===== config.mk =====
export PLATFORM = sky130hd
export DESIGN_NAME = svzd_step
export DESIGN_NICKNAME = d
export VERILOG_FILES = /design/src/rtl/svzd_pkg.sv /design/src/rtl/svzd_step.sv
export SDC_FILE = /design/constraint.sdc
export NUM_CORES = 1
export LEC_CHECK = 0
export ABC_CLOCK_PERIOD_IN_PS = 2100
export BUFFER_PORTS_ARGS = -buffer_cell sky130_fd_sc_hd__buf_4
export CAP_MARGIN = 20
export CORE_ASPECT_RATIO = 1.25
export CORE_MARGIN = 1.5
export CORE_UTILIZATION = 43
export DETAILED_ROUTE_END_ITERATION = 6
export GPL_TIMING_DRIVEN = 0
export PLACE_DENSITY_LB_ADDON = 0.2
export SETUP_SLACK_MARGIN = 0.05
export SLEW_MARGIN = 5
export SYNTH_ARGS = -nofsm -noshare
export SYNTH_HDL_FRONTEND = slang
export SYNTH_SLANG_ARGS = --single-unit

===== constraint.sdc =====
create_clock -name vclk -period 2.1
set_input_delay 0.105 -clock vclk [all_inputs]
set_output_delay 0.105 -clock vclk [all_outputs]
set_load 0.005 [all_outputs]

===== src/rtl/svzd_pkg.sv =====
// Shared types and constants for the strict varint / zigzag decoder.
// No dependencies; every other file imports this package.
package svzd_pkg;

    localparam int unsigned VALUE_W  = 64;
    localparam int unsigned STATUS_W = 2;
    localparam int unsigned INDEX_W  = 4;
    localparam int unsigned GROUP_W  = 7;
    localparam int unsigned LANES    = 10;
    // Wide enough to hold a group at the last lane before truncation.
    localparam int unsigned SHIFT_W  = GROUP_W * LANES;

    localparam logic [INDEX_W-1:0]  LAST_INDEX = INDEX_W'(9);
    localparam logic [7:0]          LAST_MAX   = 8'h01;

    localparam logic [STATUS_W-1:0] ST_OK       = 2'd0;
    localparam logic [STATUS_W-1:0] ST_TRUNC    = 2'd1;
    localparam logic [STATUS_W-1:0] ST_OVERFLOW = 2'd2;
    localparam logic [STATUS_W-1:0] ST_NONMIN   = 2'd3;

    typedef struct packed {
        logic [7:0] data_byte;
        logic       signed_mode;
        logic       stream_end;
    } t_item;

    typedef struct packed {
        logic [VALUE_W-1:0] accumulator;
        logic [INDEX_W-1:0] byte_index;
        logic               signed_latched;
    } t_state;

    typedef struct packed {
        logic                emit;
        logic [VALUE_W-1:0]  value;
        logic [STATUS_W-1:0] status;
        t_state              next_state;
    } t_step;

endpackage


===== src/rtl/svzd_step.sv =====
// Combinational decode of one stream byte against the current varint state.
// Depends on svzd_pkg for the item, state and step types.
module svzd_step import svzd_pkg::*; (
    input  t_item  i_item,
    input  t_state i_state,
    output t_step  o_step
);

    logic [INDEX_W-1:0] idx;
    logic [7:0]         b;
    logic               first;
    logic               overflow;
    logic               cont;
    logic               zz;
    logic [SHIFT_W-1:0] merged;
    logic [VALUE_W-1:0] acc_new;
    logic [VALUE_W-1:0] value_ok;

    assign idx      = i_state.byte_index;
    assign b        = i_item.data_byte;
    assign first    = (idx == '0);
    assign overflow = (idx > LAST_INDEX) || ((idx == LAST_INDEX) && (b > LAST_MAX));
    assign cont     = b[7];
    assign zz       = first ? i_item.signed_mode : i_state.signed_latched;

    // Place the seven payload bits into the lane picked by the index.
    always_comb begin
        merged = {(SHIFT_W - VALUE_W)'(0), i_state.accumulator};
        for (int k = 0; k < LANES; k++) begin
            if (idx == INDEX_W'(k)) begin
                merged[k*GROUP_W +: GROUP_W] = merged[k*GROUP_W +: GROUP_W] | b[6:0];
            end
        end
    end

    assign acc_new  = merged[VALUE_W-1:0];
    assign value_ok = zz ? ((acc_new >> 1) ^ {VALUE_W{acc_new[0]}}) : acc_new;

    always_comb begin
        o_step = '0;
        if (i_item.stream_end) begin
            o_step.emit   = 1'b1;
            o_step.status = ST_TRUNC;
        end else if (overflow) begin
            o_step.emit   = 1'b1;
            o_step.status = ST_OVERFLOW;
        end else if (cont) begin
            // Hold the partial value and advance to the next group.
            o_step.next_state.accumulator    = acc_new;
            o_step.next_state.byte_index     = idx + INDEX_W'(1);
            o_step.next_state.signed_latched = zz;
        end else if (!first && (b == 8'h00)) begin
            o_step.emit   = 1'b1;
            o_step.status = ST_NONMIN;
        end else begin
            o_step.emit   = 1'b1;
            o_step.value  = value_ok;
            o_step.status = ST_OK;
        end
    end

endmodule


=== Word level (Yosys, flattened, before mapping) ===
Cells that the tools add are included.

* Equality and inequality tests: 9
* Multiplexer cells: 24
* Reduce and logical (&&, ||, !) cells: 6
* Divide/modulo/power cells: 0
* Order comparisons: 2
* Shifts and indexed selects: 0
* $mul: 0
* Add/subtract/negate cells: 1
* Bitwise logic cells: 11

{| class="wikitable"
|+ Operators by type and width
! operator !! number
|-
| two-way mux 64 bit || 4
|-
| two-way mux 69 bit || 3
|-
| two-way mux 67 bit || 1
|-
| XOR 63 x 64 -> 64 bit || 1
|-
| two-way mux 7 bit || 9
|-
| bitwise OR 7 bit || 9
|-
| equality test 4 x 3 -> 1 bit, second input constant || 4
|-
| equality test 4 x 2 -> 1 bit, second input constant || 2
|-
| equality test 4 bit, second input constant || 2
|-
| > comparator 8 x 1 -> 1 bit, second input constant || 1
|-
| zero test 8 bit || 1
|-
| two-way mux 2 bit || 3
|-
| adder 4 x 1 -> 4 bit, second input constant || 1
|-
| equality test 4 x 1 -> 1 bit, second input constant || 1
|-
| > comparator 4 bit, second input constant || 1
|-
| zero test 4 bit || 1
|-
| two-way mux 1 bit || 4
|-
| logical AND 1 bit || 2
|-
| zero test 1 bit || 1
|-
| logical OR 1 bit || 1
|-
| bitwise OR 1 bit || 1
|}

* Logic and storage cells: 53
* Memories: 0
* Latch bits: 0
* Memory bits (read-only): 0
* Bits in registers: 0
* RAM bits: 0
* Input port bits: 79

=== Depth between registers and ports, before layout ===
* Word-level depth: 8
* Gate-level depth with buffers: 9

=== Worst setup path before layout ===
Ideal clock, no wire load.

* Kind: input -> output
* Start point: input i_state[1] (netlist name)
* End point: output o_step[71] (netlist name)
* Path buffers: 2
* Stages: 8
* Slack: 0.197 ns
* Arrival time: 1.798 ns
* Path through: inv_1 -> ha_1 -> clkbuf_1 -> nor3b_2 -> mux2i_1 -> clkbuf_1 -> nor3_1 -> nor3_1

{| class="wikitable"
|+ RTL lines
! what !! line !! text
|-
| start: declaration || svzd_step.sv:5 || <nowiki>input t_state i_state,</nowiki>
|-
| end: declaration || svzd_step.sv:6 || <nowiki>output t_step o_step</nowiki>
|}

==> impl_metrics.toml <==
[drt]
routed_wl_um = 12400
drtIter0Drc = 219
wire_per_inst_um = 17.5
vias = 3964
first_pass_iters = 5
vias_per_cell = 5.58
drcViolationCount = 0
antenna_left = 0

[hold_path]
min_path_type = "primary input to output port"

[place]
place_area_um2 = 4590
portBuffers = 210
dp_hpwl_um = 9230
place_congestion = 0.829
post-place-ws_ns = -0.756

[synthesis]
yosys.cell_types.count = 33
synth_area_leaders = "a211oi_2 26%, xnor2_1 19%, and2_1 13%"
synth_top_family_by_area = "compound AO/OA/AOI/OAI gates"
synthAdderAreaFrac_pct = 1.72
synth.net_count = 492
synth_top_area_cell = "a211oi_2"
synthSimpleGateAreaFrac_pct = 27.8
synth-xor-area-share_pct = 19.3
yosys_warnings = 0
syn_area_um2 = 2900
synth_compound_area_share_pct = 40.6
synthCells = 409
synth_top_area_share_pct = 25.9
muxShareOfSynthArea_pct = 0.733
synth.avg_cell_area_um2 = 7.10
ys_seq_area_share_pct = 0

[sta]
slew_headroom_pct = 41.0
hold_violations = 0
tightest_slew_ns = 0.885
setup_ws_ns = 0.0669
min_period_ns = 2.03
grt_setup_unrepaired = "true"
hold_slack_ns = 0.480
finalCritPeriodShare_pct = 96.8
fmax_mhz = 492
finalSetupViolCount = 0
maxSlewViolCount = 0

[setup_path]
crit_chain = "buf_4 > inv_2 > ha_4 > nor3b_4 > buf_6 > mux2i_4 > buf_12 > buf_4 > nor3_1 > nor3_1 > buf_4"
arrival_ns = 1.93
cp_slowest_cell = "nor3b_4"
worstPathRequired_ns = 2.00
startpoint_type = "primary input"
critPathMaxStageDelay_ns = 0.27
crit_type = "primary input to output port"
worstSetupEndpointType = "output port"
path_max_fanout = 10
critPathMostFrequentCell = "buf_4"

[floorplanning]
die_h_um = 94.9
ios = 215
start_util_pct = 44.2
die_area_um2 = 7260
die_x_um = 76.5
row_count = 33
core-area_um2 = 6570

[global_route]
grt_first_pass_wirelength_um = 18700
grt_pass1_vias = 3830
overflow = 0
grt_antenna_before_repair = 0
grt_max_degree = 11
grt_usage_pct = 31.3

[final_layout]
nets = 708
flops_and_latches = 0
post-route-util_pct = 73.2
syn2layout_area_growth_pct = 65.5
multi_input_comb_area_um2 = 2710
num-clock-buffers = 0
num-fill-cells = 546
drive_gt1_share_pct = 54.9
register_area_um2 = 0
antenna_cells = 0
stdcell_area_um2 = 4800

[flow_run]
drv_cap = 0

[power]
seqPwrFrac_pct = 0
intPower_w = 0.000484
netSwitchingFraction_pct = 51.7
p_leak_nw = 2.14
pwr-share-clk_pct = 0
power_density_nw_per_um2 = 208
combinationalPowerShare_pct = 100.0
ir_worst_vdd_uv = 158
p_sw_w = 0.000517

[clock_network]
postCtsHoldBufs = 0

[run_status]
status = "complete, no violations"
-- layer usage --
metal	global-route usage, %	routed length (um)	vias to the layer above
met3	4.25	888	29
met2	60.3	6410	212
met4	10.3	320	0
met1	35.3	4770	1860
li1	-	-	1863
met5	0	0	-
-- cells in the final DEF (no fill, tap or decap), types with 2 or more instances in the layout --
| master | instances |
|---|---|
| buf_4 | 221 |
| inv_2 | 2 |
| and2_1 | 62 |
| nor3_1 | 2 |
| a31oi_1 | 29 |
| nand4b_1 | 2 |
| buf_2 | 13 |
| a21oi_1 | 35 |
| clkbuf_2 | 8 |
| nor2_1 | 66 |
| a211oi_1 | 3 |
| buf_6 | 14 |
| xnor2_1 | 63 |
| clkbuf_4 | 2 |
| ha_1 | 3 |
| clkbuf_1 | 6 |
| a211oi_2 | 60 |
| nor3b_2 | 3 |
| and3b_1 | 2 |
| nor2_2 | 6 |
| nor2b_1 | 2 |
-- Yosys cell counts, drive strengths merged (2+ instances only) --
master   n
a211oi  63
nand4b   2
ha       4
xnor2   63
nor3b    4
inv      3
a31oi   30
and3b    2
clkbuf  22
nor3     2
and2    62
a21oi   35
nor2b    3
buf     29
nor2    73
-- layout make-up --
cell class / instances / share of cell area [%]
repair buffers: 215 / 34.0
multi-input cells: 355 / 56.3
well taps: 87 / 2.27
plain buffers: 50 / 7.19
inverters: 3 / 0.234
-- path summary, 6_finish.rpt --
| check | start | to | slack, ns | cells past startpoint |
|---|---|---|---|---|
| worst max-delay path | i_state[1] | o_step[71] | 0.07 | 11 |
| worst min-delay path | i_item[0] | o_step[70] | 0.48 | 3 |
-- worst max-delay path, delay by kind of cell --
| kind | cells | cell delay (ns) |
|---|---|---|
| adder cells (fa/ha/maj) | 1 | 0.17 |
| buffers and inverters | 6 | 0.84 |
| multiplexers | 1 | 0.23 |
| AND/OR/NAND/NOR | 3 | 0.56 |
-- what timing repair did --
action	in CTS	in global routing
resized for setup	32	39
buffers inserted	5	0
endpoints found under the setup margin	134	125
hold endpoints to repair	0	0
pin swaps	2	4
-- through the flow --
step	setup TNS, ns	power [W]	cells
after detailed placement	-57.31	0.000937	706
after global placement	-53.66	0.000916	706
after CTS	0	0.000971	710
after floorplan	0	0.000554	409
final	0	0.00100	710
after global routing	0	0.00107	710
-- power groups by stage --
stage | clock [W] | combinational (W) | sequential, W
after floorplan | 0 | 0.000554 | 0
after global placement | 0 | 0.000916 | 0
after detailed placement | 0 | 0.000937 | 0
after CTS | 0 | 0.000971 | 0
after global routing | 0 | 0.00107 | 0
final | 0 | 0.00100 | 0
-- kinds of logic after synthesis --
kind of cell             after synthesis
AND/OR/NAND/NOR                      152
AO/OA/AOI/OAI                        133
XOR/XNOR                              64
buffers and inverters                 54
adder cells (fa/ha/maj)                4
multiplexers                           2
(Power assumes the default switching activity.)
